File: config.mk
export PLATFORM = sky130hd
export DESIGN_NAME = string_hash_four_byte_chunks
export DESIGN_NICKNAME = d
export VERILOG_FILES = /design/src/hw/rtl/shash_pkg.sv /design/src/hw/rtl/shash_mac.sv /design/src/hw/rtl/string_hash_four_byte_chunks.sv
export VERILOG_INCLUDE_DIRS = /design/src /design/src/hw/rtl
export SDC_FILE = /design/constraint.sdc
export NUM_CORES = 2
export LEC_CHECK = 0
export ABC_AREA = 0
export BUFFER_PORTS_ARGS = -buffer_cell sky130_fd_sc_hd__buf_2
export CAP_MARGIN = 5
export CORE_MARGIN = 2
export CORE_UTILIZATION = 50
export CTS_CLUSTER_SIZE = 40
export DETAILED_ROUTE_END_ITERATION = 8
export PLACE_DENSITY = 0.66
export SLEW_MARGIN = 10
export SYNTH_ARGS = -nofsm -noshare
export SYNTH_HDL_FRONTEND = slang
export SYNTH_HIERARCHICAL = 1
export SYNTH_SLANG_ARGS = --single-unit
File: constraint.sdc
create_clock -name clk -period 11.7 [get_ports clk]
set_input_delay 0.585 -clock clk [delete_from_list [all_inputs] [get_ports clk]]
set_output_delay 0.585 -clock clk [all_outputs]
set_load 0.02 [all_outputs]
File: src/hw/rtl/string_hash_four_byte_chunks_macros.svh
// assertion macros for the chunked string hash
`ifndef STRING_HASH_FOUR_BYTE_CHUNKS_MACROS_SVH
`define STRING_HASH_FOUR_BYTE_CHUNKS_MACROS_SVH

// same-cycle implication, checked outside reset
`define SH_ASSERT_NOW(label, ante, cons, msg) \
    label: assert property (@(posedge clk) disable iff (!rst_n) (ante) |-> (cons)) \
        else $error(msg);

// next-cycle implication, checked outside reset
`define SH_ASSERT_NEXT(label, ante, cons, msg) \
    label: assert property (@(posedge clk) disable iff (!rst_n) (ante) |=> (cons)) \
        else $error(msg);

`endif

File: src/hw/rtl/shash_pkg.sv
// shared types, constants and microcode for the chunked string hash
package shash_pkg;

    localparam int LENGTH_BITS = 24;
    localparam int REMAIN_W    = 24;
    localparam int LEN_W       = (LENGTH_BITS < REMAIN_W) ? LENGTH_BITS : REMAIN_W;
    localparam int WORD_W      = 32;
    localparam int BYTE_W      = 8;
    localparam int STEP_W      = 3;

    typedef logic [WORD_W-1:0] word_t;
    typedef logic [STEP_W-1:0] step_t;

    // last microcode step of the body and mix programs
    localparam step_t BODY_LAST = 3'd6;
    localparam step_t MIX_LAST  = 3'd1;

    // largest remaining count that still marks the final chunk
    localparam int FINAL_MAX = 4;

    // zero-hash fallback on the length
    localparam word_t LEN_KEEP_MASK = 32'h00ff_ffff;
    localparam word_t LEN_FALLBACK  = 32'd11;

    // nibble weights for folding a value modulo 13 (16 is 3 mod 13)
    localparam logic [3:0] NIB_WEIGHT [0:7] = '{4'd1, 4'd3, 4'd9, 4'd1,
                                                4'd3, 4'd9, 4'd1, 4'd3};

    typedef enum logic [2:0] {
        OPA_ACC_ONE,
        OPA_ACC_TWO,
        OPA_LEN,
        OPA_B0,
        OPA_B1,
        OPA_B2,
        OPA_B3
    } opa_sel_t;

    typedef enum logic [1:0] {
        ADD_ZERO,
        ADD_X,
        ADD_Y,
        ADD_CONST
    } add_sel_t;

    typedef enum logic [1:0] {
        XOR_ZERO,
        XOR_X,
        XOR_Y
    } xor_sel_t;

    typedef enum logic [2:0] {
        DST_NONE,
        DST_X,
        DST_Y,
        DST_ACC_ONE,
        DST_ACC_TWO,
        DST_HASH
    } dst_sel_t;

    // one microcode word: r = (a * k + c) ^ d
    typedef struct packed {
        opa_sel_t opa;
        word_t    mul_k;
        add_sel_t addsel;
        word_t    add_k;
        xor_sel_t xsel;
        dst_sel_t dst;
    } uop_t;

    // operand values into the multiply-add-xor unit
    typedef struct packed {
        word_t mul_a;
        word_t mul_k;
        word_t addend;
        word_t mask;
    } mac_args_t;

    function automatic uop_t mk_uop(input opa_sel_t opa, input word_t mul_k,
                                    input add_sel_t addsel, input word_t add_k,
                                    input xor_sel_t xsel, input dst_sel_t dst);
        uop_t u;
        u.opa    = opa;
        u.mul_k  = mul_k;
        u.addsel = addsel;
        u.add_k  = add_k;
        u.xsel   = xsel;
        u.dst    = dst;
        return u;
    endfunction

    localparam uop_t UOP_IDLE = '{opa: OPA_ACC_ONE, mul_k: '0, addsel: ADD_ZERO,
                                  add_k: '0, xsel: XOR_ZERO, dst: DST_NONE};

    // body chunk: both accumulators from the old acc_two, the length and four bytes
    function automatic uop_t body_uop(input step_t step);
        uop_t u;
        case (step)
            3'd0: u = mk_uop(OPA_B0, 32'd307, ADD_ZERO, '0, XOR_ZERO, DST_X);
            3'd1: u = mk_uop(OPA_B1, 32'd1319, ADD_ZERO, '0, XOR_ZERO, DST_Y);
            3'd2: u = mk_uop(OPA_ACC_TWO, 32'd509, ADD_X, '0, XOR_Y, DST_ACC_ONE);
            3'd3: u = mk_uop(OPA_LEN, 32'd17, ADD_CONST, 32'd5, XOR_ZERO, DST_X);
            3'd4: u = mk_uop(OPA_ACC_TWO, 32'd5309, ADD_X, '0, XOR_ZERO, DST_X);
            3'd5: u = mk_uop(OPA_B2, 32'd3313, ADD_CONST, 32'd517, XOR_ZERO, DST_Y);
            3'd6: u = mk_uop(OPA_B3, 32'd9337, ADD_Y, '0, XOR_X, DST_ACC_TWO);
            default: u = UOP_IDLE;
        endcase
        return u;
    endfunction

    // final chunk tail cascade, two steps per valid byte
    function automatic uop_t tail_uop(input step_t step);
        uop_t u;
        case (step)
            3'd0: u = mk_uop(OPA_B0, 32'd503, ADD_ZERO, '0, XOR_ZERO, DST_Y);
            3'd1: u = mk_uop(OPA_ACC_ONE, 32'd7703, ADD_ZERO, '0, XOR_Y, DST_ACC_ONE);
            3'd2: u = mk_uop(OPA_B1, 32'd509, ADD_ZERO, '0, XOR_ZERO, DST_Y);
            3'd3: u = mk_uop(OPA_ACC_TWO, 32'd7717, ADD_ZERO, '0, XOR_Y, DST_ACC_TWO);
            3'd4: u = mk_uop(OPA_B2, 32'd523, ADD_CONST, 32'd11, XOR_ZERO, DST_Y);
            3'd5: u = mk_uop(OPA_ACC_ONE, 32'd9323, ADD_ZERO, '0, XOR_Y, DST_ACC_ONE);
            3'd6: u = mk_uop(OPA_B3, 32'd547, ADD_CONST, 32'd313, XOR_ZERO, DST_Y);
            3'd7: u = mk_uop(OPA_ACC_TWO, 32'd7727, ADD_CONST, 32'd127, XOR_Y, DST_ACC_TWO);
            default: u = UOP_IDLE;
        endcase
        return u;
    endfunction

    // final mix of both accumulators
    function automatic uop_t mix_uop(input step_t step);
        uop_t u;
        case (step)
            3'd0: u = mk_uop(OPA_ACC_ONE, 32'd29311, ADD_CONST, 32'd59, XOR_ZERO, DST_X);
            3'd1: u = mk_uop(OPA_ACC_TWO, 32'd7321, ADD_CONST, 32'd120501, XOR_X, DST_HASH);
            default: u = UOP_IDLE;
        endcase
        return u;
    endfunction

    // length modulo 13 by folding nibbles, then a short subtract chain
    function automatic logic [3:0] mod13(input logic [LEN_W-1:0] v);
        word_t      wide;
        logic [9:0] fold;
        logic [6:0] part;
        int         i;
        wide = WORD_W'(v);
        fold = '0;
        for (i = 0; i < 8; i++) begin
            fold = fold + 10'(wide[4*i +: 4]) * 10'(NIB_WEIGHT[i]);
        end
        part = 7'(fold[3:0]) + 7'(fold[7:4]) * 7'd3 + 7'(fold[9:8]) * 7'd9;
        if (part >= 7'd52) begin
            part = part - 7'd52;
        end
        if (part >= 7'd26) begin
            part = part - 7'd26;
        end
        if (part >= 7'd13) begin
            part = part - 7'd13;
        end
        return part[3:0];
    endfunction

endpackage

File: src/hw/rtl/shash_mac.sv
// shared multiply-add-xor unit, 32-bit wrapping
module shash_mac (
    input  shash_pkg::mac_args_t args,
    output shash_pkg::word_t     result
);
    import shash_pkg::*;

    word_t product;

    // low word of the product, then add and xor
    assign product = word_t'(args.mul_a * args.mul_k);
    assign result  = (product + args.addend) ^ args.mask;

endmodule

File: src/hw/rtl/string_hash_four_byte_chunks.sv
// top level of the chunked string hash
// Hashes a string delivered as four-byte chunks into a nonzero 32-bit value.
// Each accepted chunk is worked through one shared multiply-add-xor unit,
// one operation per cycle, under a microcoded sequencer; in_stall stays high
// until the chunk is done. A body chunk (more than four bytes remaining)
// works through seven unit operations before another chunk can be accepted.
// A final chunk with n valid bytes (0 to 4) takes two unit operations per byte
// of the tail cascade and two for the mix; it holds longer only while an
// earlier hash still sits unread in the output register. The hash is given
// on the output channel once per final chunk.
`include "string_hash_four_byte_chunks_macros.svh"

module string_hash_four_byte_chunks (
    input  logic                            clk,
    input  logic                            rst_n,
    input  logic                            in_valid,
    output logic                            in_stall,
    input  logic [shash_pkg::REMAIN_W-1:0]  remaining,
    input  logic                            first_chunk,
    input  logic [shash_pkg::BYTE_W-1:0]    byte_zero,
    input  logic [shash_pkg::BYTE_W-1:0]    byte_one,
    input  logic [shash_pkg::BYTE_W-1:0]    byte_two,
    input  logic [shash_pkg::BYTE_W-1:0]    byte_three,
    output logic                            out_valid,
    input  logic                            out_stall,
    output logic [shash_pkg::WORD_W-1:0]    hash_value
);
    import shash_pkg::*;

    typedef enum logic [1:0] {
        S_IDLE,
        S_BODY,
        S_TAIL,
        S_MIX
    } state_t;

    typedef logic [BYTE_W-1:0] byte_t;

    state_t                 state_reg, state_next;
    step_t                  step_reg, step_next;
    word_t                  acc_one_reg, acc_one_next;
    word_t                  acc_two_reg, acc_two_next;
    logic [LENGTH_BITS-1:0] total_length_reg, total_length_next;
    word_t                  x_reg, x_next;
    word_t                  y_reg, y_next;
    logic [LEN_W-1:0]       len_reg, len_next;
    byte_t                  b0_reg, b0_next;
    byte_t                  b1_reg, b1_next;
    byte_t                  b2_reg, b2_next;
    byte_t                  b3_reg, b3_next;
    word_t                  hash_reg, hash_next;
    logic                   out_valid_reg, out_valid_next;

    logic             in_accept;
    logic [LEN_W-1:0] in_len;
    uop_t             uop;
    mac_args_t        mac_args;
    word_t            mac_result;
    word_t            hash_final;
    word_t            len_fallback;
    logic             out_free;
    logic             tail_last;

    assign in_stall   = (state_reg != S_IDLE);
    assign in_accept  = in_valid && !in_stall;
    assign in_len     = in_len_of(remaining);
    assign out_valid  = out_valid_reg;
    assign hash_value = hash_reg;
    assign out_free   = !out_valid_reg || !out_stall;

    function automatic logic [LEN_W-1:0] in_len_of(input logic [REMAIN_W-1:0] r);
        return r[LEN_W-1:0];
    endfunction

    function automatic word_t sext(input byte_t b);
        return {{(WORD_W-BYTE_W){b[BYTE_W-1]}}, b};
    endfunction

    // tail ends after two steps per valid byte
    assign tail_last = ({1'b0, step_reg} + 4'd1) == {len_reg[2:0], 1'b0};

    // microcode word for the current step
    always_comb
    begin
        case (state_reg)
            S_BODY:  uop = body_uop(step_reg);
            S_TAIL:  uop = tail_uop(step_reg);
            S_MIX:   uop = mix_uop(step_reg);
            default: uop = UOP_IDLE;
        endcase
    end

    // operand selection for the shared unit
    always_comb
    begin
        case (uop.opa)
            OPA_ACC_ONE: mac_args.mul_a = acc_one_reg;
            OPA_ACC_TWO: mac_args.mul_a = acc_two_reg;
            OPA_LEN:     mac_args.mul_a = WORD_W'(len_reg);
            OPA_B0:      mac_args.mul_a = sext(b0_reg);
            OPA_B1:      mac_args.mul_a = sext(b1_reg);
            OPA_B2:      mac_args.mul_a = sext(b2_reg);
            OPA_B3:      mac_args.mul_a = sext(b3_reg);
            default:     mac_args.mul_a = '0;
        endcase
        mac_args.mul_k = uop.mul_k;
        case (uop.addsel)
            ADD_X:     mac_args.addend = x_reg;
            ADD_Y:     mac_args.addend = y_reg;
            ADD_CONST: mac_args.addend = uop.add_k;
            default:   mac_args.addend = '0;
        endcase
        case (uop.xsel)
            XOR_X:   mac_args.mask = x_reg;
            XOR_Y:   mac_args.mask = y_reg;
            default: mac_args.mask = '0;
        endcase
    end

    shash_mac u_mac (
        .args   (mac_args),
        .result (mac_result)
    );

    // zero hash falls back to acc_one, acc_two, then the length
    assign len_fallback = (WORD_W'(total_length_reg) & LEN_KEEP_MASK) + LEN_FALLBACK;
    assign hash_final   = (mac_result != '0)  ? mac_result  :
                          (acc_one_reg != '0) ? acc_one_reg :
                          (acc_two_reg != '0) ? acc_two_reg : len_fallback;

    // sequencer and datapath next values
    always_comb
    begin
        state_next        = state_reg;
        step_next         = step_reg;
        acc_one_next      = acc_one_reg;
        acc_two_next      = acc_two_reg;
        total_length_next = total_length_reg;
        x_next            = x_reg;
        y_next            = y_reg;
        len_next          = len_reg;
        b0_next           = b0_reg;
        b1_next           = b1_reg;
        b2_next           = b2_reg;
        b3_next           = b3_reg;
        hash_next         = hash_reg;
        out_valid_next    = out_valid_reg && out_stall;

        // unit writeback, except the hash which waits for a free output
        case (uop.dst)
            DST_X:       x_next       = mac_result;
            DST_Y:       y_next       = mac_result;
            DST_ACC_ONE: acc_one_next = mac_result;
            DST_ACC_TWO: acc_two_next = mac_result;
            default:     ;
        endcase

        case (state_reg)
            S_IDLE:
            begin
                if (in_accept)
                begin
                    len_next  = in_len;
                    b0_next   = byte_zero;
                    b1_next   = byte_one;
                    b2_next   = byte_two;
                    b3_next   = byte_three;
                    step_next = '0;
                    if (first_chunk)
                    begin
                        acc_one_next      = WORD_W'(mod13(in_len));
                        acc_two_next      = WORD_W'(in_len);
                        total_length_next = LENGTH_BITS'(in_len);
                    end
                    if (in_len > LEN_W'(FINAL_MAX))
                    begin
                        state_next = S_BODY;
                    end
                    else if (in_len == '0)
                    begin
                        state_next = S_MIX;
                    end
                    else
                    begin
                        state_next = S_TAIL;
                    end
                end
            end
            S_BODY:
            begin
                if (step_reg == BODY_LAST)
                begin
                    state_next = S_IDLE;
                end
                else
                begin
                    step_next = step_reg + 3'd1;
                end
            end
            S_TAIL:
            begin
                if (tail_last)
                begin
                    state_next = S_MIX;
                    step_next  = '0;
                end
                else
                begin
                    step_next = step_reg + 3'd1;
                end
            end
            S_MIX:
            begin
                if (step_reg != MIX_LAST)
                begin
                    step_next = step_reg + 3'd1;
                end
                else if (out_free)
                begin
                    hash_next      = hash_final;
                    out_valid_next = 1'b1;
                    state_next     = S_IDLE;
                end
            end
            default:
            begin
                state_next = S_IDLE;
            end
        endcase
    end

    // state and registered outputs
    always_ff @(posedge clk or negedge rst_n)
    begin
        if (!rst_n)
        begin
            state_reg        <= S_IDLE;
            step_reg         <= '0;
            acc_one_reg      <= '0;
            acc_two_reg      <= '0;
            total_length_reg <= '0;
            x_reg            <= '0;
            y_reg            <= '0;
            len_reg          <= '0;
            b0_reg           <= '0;
            b1_reg           <= '0;
            b2_reg           <= '0;
            b3_reg           <= '0;
            hash_reg         <= '0;
            out_valid_reg    <= 1'b0;
        end
        else
        begin
            state_reg        <= state_next;
            step_reg         <= step_next;
            acc_one_reg      <= acc_one_next;
            acc_two_reg      <= acc_two_next;
            total_length_reg <= total_length_next;
            x_reg            <= x_next;
            y_reg            <= y_next;
            len_reg          <= len_next;
            b0_reg           <= b0_next;
            b1_reg           <= b1_next;
            b2_reg           <= b2_next;
            b3_reg           <= b3_next;
            hash_reg         <= hash_next;
            out_valid_reg    <= out_valid_next;
        end
    end

    // checks on sequencing and the result
    `SH_ASSERT_NOW(a_hash_nonzero, out_valid, hash_value != '0, "hash output is zero")
    `SH_ASSERT_NOW(a_result_from_mix, $rose(out_valid), $past(state_reg == S_MIX), "result not from mix")
    `SH_ASSERT_NEXT(a_body_entry, in_accept && (in_len > LEN_W'(FINAL_MAX)), state_reg == S_BODY, "body chunk not sequenced")
    `SH_ASSERT_NOW(a_body_step_range, state_reg == S_BODY, step_reg <= BODY_LAST, "body step out of range")

endmodule

== Word level (Yosys, flattened, before mapping) ==
Memory sizes are Yosys's and may differ from the RTL's.
Cells that the tools add are included.

* Register bits: 246
* Latch bits: 0
* Memory bits (writable): 0
* ROM bits: 240
* Bits of input ports: 61
* Output and inout bits: 34
* Logic and storage cells: 136
* Memories kept: 1

* Add/sub/neg operators: 14
* Multiply operators: 7
* Div/mod/pow operators: 0
* $lt $le $gt $ge: 4
* Equal/unequal tests: 33
* Shift-type cells: 0
* Mux-type cells: 42
* Bitwise logic cells: 2
* Reductions and logical operators: 19

{| class="wikitable"
|+ Memories
! name !! words !! width !! rd ports !! clocked after Yosys merged registers in !! wr ports !! line !! source
|-
| (no name shown) || 8 || 30 || 1 || 0 || 0 || shash_pkg.sv:114 || <nowiki>case (step)</nowiki>
|}

{| class="wikitable"
|+ Operators by type and width
! operator !! count
|-
| 74-bit case mux with 7 select lines || 1
|-
| 32-bit two-way mux || 11
|-
| 32-bit case mux with 7 select lines || 1
|-
| 74-bit case mux with 3 select lines || 1
|-
| 72-bit case mux with 2 select lines || 1
|-
| 32-bit case mux with 3 select lines || 1
|-
| 32-bit nonzero test || 3
|-
| 32-bit case mux with 2 select lines || 1
|-
| 7-bit two-way mux || 8
|-
| 32-bit adder || 1
|-
| 32-bit by 32-bit multiplier with 32-bit output || 1
|-
| 32-bit bitwise XOR || 1
|-
| 24-bit by 4-bit adder with 25-bit output, second input constant || 1
|-
| 24-bit by 3-bit > comparator with 1-bit output, second input constant || 1
|-
| 24-bit zero test || 1
|-
| 3-bit equality test, second input constant || 7
|-
| 3-bit by 2-bit equality test with 1-bit output, second input constant || 6
|-
| 4-bit by 2-bit multiplier with 6-bit output, second input constant || 3
|-
| 4-bit by 4-bit multiplier with 8-bit output, second input constant || 2
|-
| 4-bit by 6-bit adder with 7-bit output || 2
|-
| 2-bit inequality test, second input constant || 7
|-
| 2-bit two-way mux || 6
|-
| 3-bit two-way mux || 4
|-
| 3-bit case mux with 4 select lines || 1
|-
| 32 further kinds || 49
|}

== Depth between registers and ports, before layout ==
* Depth in word-level cells: 24
* Mapped depth: 48
* Depth with buffers taken out: 42

== Hierarchy ==
Netlist, hierarchy kept.

{| class="wikitable"
|+ By module, submodules not included
! module !! instances !! cells an instance !! area an instance (um^2) !! sequential area each (um^2)
|-
| shash_mac || 1 || 1937 || 17200.2 || 0.0
|-
| string_hash_four_byte_chunks || 1 || 1711 || 15798.9 || 6155.9
|}

== Least setup slack after synthesis ==
Ideal clock, no wire load.

* Path kind: register -> register
* Start point: register step_reg[2]
* End point: register hash_reg[24] (netlist: hash_value[24])
* Library setup time: 83 ps
* Data arrival time: 10231 ps
* Data required time: 11617 ps
* Path slack: 1387 ps
* Cell stages (with the launch flop): 44
* Path buffers: 5
* Clock period less this slack: 10313 ps
* Path through: dfrtp_1 -> clkbuf_1 -> inv_1 -> buf_2 -> ha_1 -> nor2_1 -> a21oi_1 -> a21oi_1 -> o21ai_0 -> o21ai_1 -> nor2_1 -> clkbuf_1 -> a21oi_1 -> o21ai_0 -> clkbuf_1 -> and2_1 -> fa_1 -> fa_1 -> [... 8 more ...] -> fa_1 -> inv_1 -> fa_1 -> inv_1 -> ha_1 -> nand3_1 -> nor2_1 -> nor4b_2 -> nor4_2 -> o31ai_2 -> and4_1 -> nor3_1 -> nor4_1 -> nand4_1 -> nor2_1 -> clkbuf_1 -> a21oi_1 -> o21ai_0

{| class="wikitable"
|+ RTL lines
! element !! line !! source
|-
| start: declaration || string_hash_four_byte_chunks.sv:40 || <nowiki>step_t step_reg, step_next;</nowiki>
|-
| start signal: assignment || string_hash_four_byte_chunks.sv:255 || <nowiki>step_reg <= step_next;</nowiki>
|-
| end signal: assignment || string_hash_four_byte_chunks.sv:266 || <nowiki>hash_reg <= hash_next;</nowiki>
|-
| end: declaration || string_hash_four_byte_chunks.sv:51 || <nowiki>word_t hash_reg, hash_next;</nowiki>
|}

==> metrics <==
DIE AREA=approximately 68000 um2; Num Clock Sinks=246; via count=25200; number of global-route vias before repair=26200; Worst R2R Path Depth=39; first-pass GRT wire length=between 150 and 200 mm; Seq. cell area=6160 um2; pin count of the biggest net entering global routing=100; largest family of logic cells by synthesized area=adder cells; Layout fillers=roughly 6000; Max Fclk=roughly 0.09 GHz; gp weighted congestion=between 0.9 and 1; Tcrit/Tclk final=~95%; R2R Path Start=step_reg[1]; post-synthesis mux area share=~6.4%; DRT iter0 DRCs=2086; antenna violations before repair=0; status=complete, no violations; Crit. End Element=flop; H-tree depth=1; Post-Route WL=between 90 and 100 mm; final setup TNS=0 ns; Worst path max stage delay=around 0.7 ns; DP HPWL=75.1 mm; core region area=~66000 um2; Num CTS Buffers=24; R2R Path End=hash_value[1]; flop-to-flop setup slack=slightly below 0.6 ns; Hold Violations, Final=0; most frequent cells in the layout=inv_1 (598), fa_1 (469), nand2_1 (439); Worst Skew=about 0.016 ns; Root Buffer=clkbuf_16; CTS Buffer Depth=3; Synth Instances=roughly 3600; Post-Synth Simple-Gate Area=between 10% and 20%; CTS tree=done; area occupied by multi-input gates=24300 um2; final setup violation count=0; Data arrival, critical path=~12 ns; Post-CTS Setup Bufs=0; warnings from Yosys=6; Worst Path Buf+Inv=11; Hold Crit Class=in2async; Die H=approximately 260 um; Worst EP required=roughly 12 ns; port buffer count=94; clock insertion delay at the later pin of the skew report=~0.55 ns; WL met2=between 40 and 50 mm; drc violations=0; Final Critical Period=11.11 ns; critical path depth=39; crit path launch type=flop; post-synthesis sequential area ratio=18.7%; Crit Path Class=reg2reg; Async SR Flop Fraction=100%; Max-Cap Viols=0; Synth Flop Type=dfrtp_1; worst-path fanout max=32; Tot GR Track Use=between 20 and 30%; Vias/cell=approximately 5.5; RSZ-0062 raised after global routing=false; ratio of cells with drive above 1 in the final layout=between 10 and 15%; post-synthesis average cell area=between 9 and 10 um2; worst slew margin relative to its limit=a little under a fifth; Final Max Slew Viols=0; antenna violation net count after detailed routing=0; starting density of the core=between 50% and 60%; Synth Area in Compound Gates=about a tenth; commonest non-fill, non-tap cell in the layout=inv_1; post-synthesis xor/xnor area fraction=between 4 and 5%; number of synthesized flops with an enable pin=0; Pre-antenna DRT Iters=5; I/O pin cnt=95; global route overflow=0; met3 WL=approximately 6.5 mm; Post-Synth Adder-Cell Area=36.0%; CP top delay family=adder cells; clk slew on worst S/H paths=0.07 ns; Final #Nets=between 4000 and 5000; die width=~260 um; Worst Tran Pin Value=approximately 1.2 ns; Diodes inserted=0; Yosys cell types=94; Seq cells post-synth=approximately 250; Area Overhead vs Synth=8.68%; row count=between 90 and 100; WL per Instance=slightly above 20 um; synthesized cell area=roughly 33000 um2; WL met1=slightly above 40 mm; CP most frequent cell=fa_1; top sig layer=met4; Slowest-stage cell, CP=nor2_2
[final cells by class]
class / instances / share of cell area [%]
Timing Repair Buffer: 194 / 3.51
Multi-Input combinational cell: 2683 / 67.6
Clock buffer: 31 / 1.92
Sequential cell: 246 / 17.2
Clock inverter: 10 / 0.461
Inverter: 600 / 6.29
Tap cell: 864 / 3.01
[per-layer routing]
metal / vias up / track usage, %
met5: - / 0
met4: 0 / 7.35
met3: 137 / 4.65
met2: 845 / 46.6
met1: 12600 / 39.8
li1: 11600 / -
[worst max path at each step]
stage                     start              to  slack, ns
floorplan           step_reg[2]  hash_value[24]       1.39
global placement    step_reg[1]   hash_value[1]       0.41
detailed placement  step_reg[1]  hash_value[29]       0.25
CTS                 step_reg[1]  hash_value[29]       0.20
global route        step_reg[1]   hash_value[6]       0.02
finish              step_reg[1]   hash_value[1]       0.59
[what timing repair did]
item,CTS,global route
setup endpoints to repair,0,32
hold buffers,0,0
gates resized for setup,0,14
[stage by stage]
stage,setup WS [ns],std cells,hold slack [ns],util (%),cell area (um2)
4_1_cts,0.198,4628,0.120,54.7,35800
6_report,0.588,4628,0.0753,54.7,35900
2_1_floorplan,1.39,3720,0.289,-,33300
5_1_grt,0.0240,4628,0.152,54.7,35900
3_5_place_dp,0.247,4587,0.469,53.4,35000
3_3_place_gp,0.411,4587,0.461,53.4,35000
[Yosys cell counts (all sizes together), types with 13 or more instances]
library cell,count,area [um2]
xor2,44,393
a22o,20,175
a22oi,36,284
mux2i,73,731
fa,469,9390
buf,13,60.1
nand2,442,1660
nor2,148,556
xnor2,106,928
nor4,31,215
nor3,15,75.1
clkbuf,176,664
ha,199,2490
mux2,124,1400
a21o,26,196
nand2b,31,194
inv,600,2250
nand4,18,128
o21ai,169,850
nand3,35,175
dfrtp,246,6160
and2,325,2030
a21oi,155,783
[worst register-to-register path: cells and delay by family (launching register included)]
| family | cells | cell delay, ns |
|---|---|---|
| AND/OR/NAND/NOR | 12 | 2.94 |
| flip-flops | 1 | 0.48 |
| AO/OA/AOI/OAI | 6 | 1.28 |
| buffers and inverters | 11 | 1.64 |
| adder cells (fa/ha/maj) | 10 | 4.67 |
[cell families (layout without fill, tap and decap cells)]
kind of cell    count (synthesis)  in the layout
xor+xnor                      150            150
simple gates                 1096           1096
buf+inv                       791            835
mux                           197            197
fa+ha+maj                     669            669
flops                         246            246
compound gates                498            498
other cells                     1             73
Power is not shown: default switching activity piles up to over one toggle a cycle in this logic, so the estimate is an artifact.
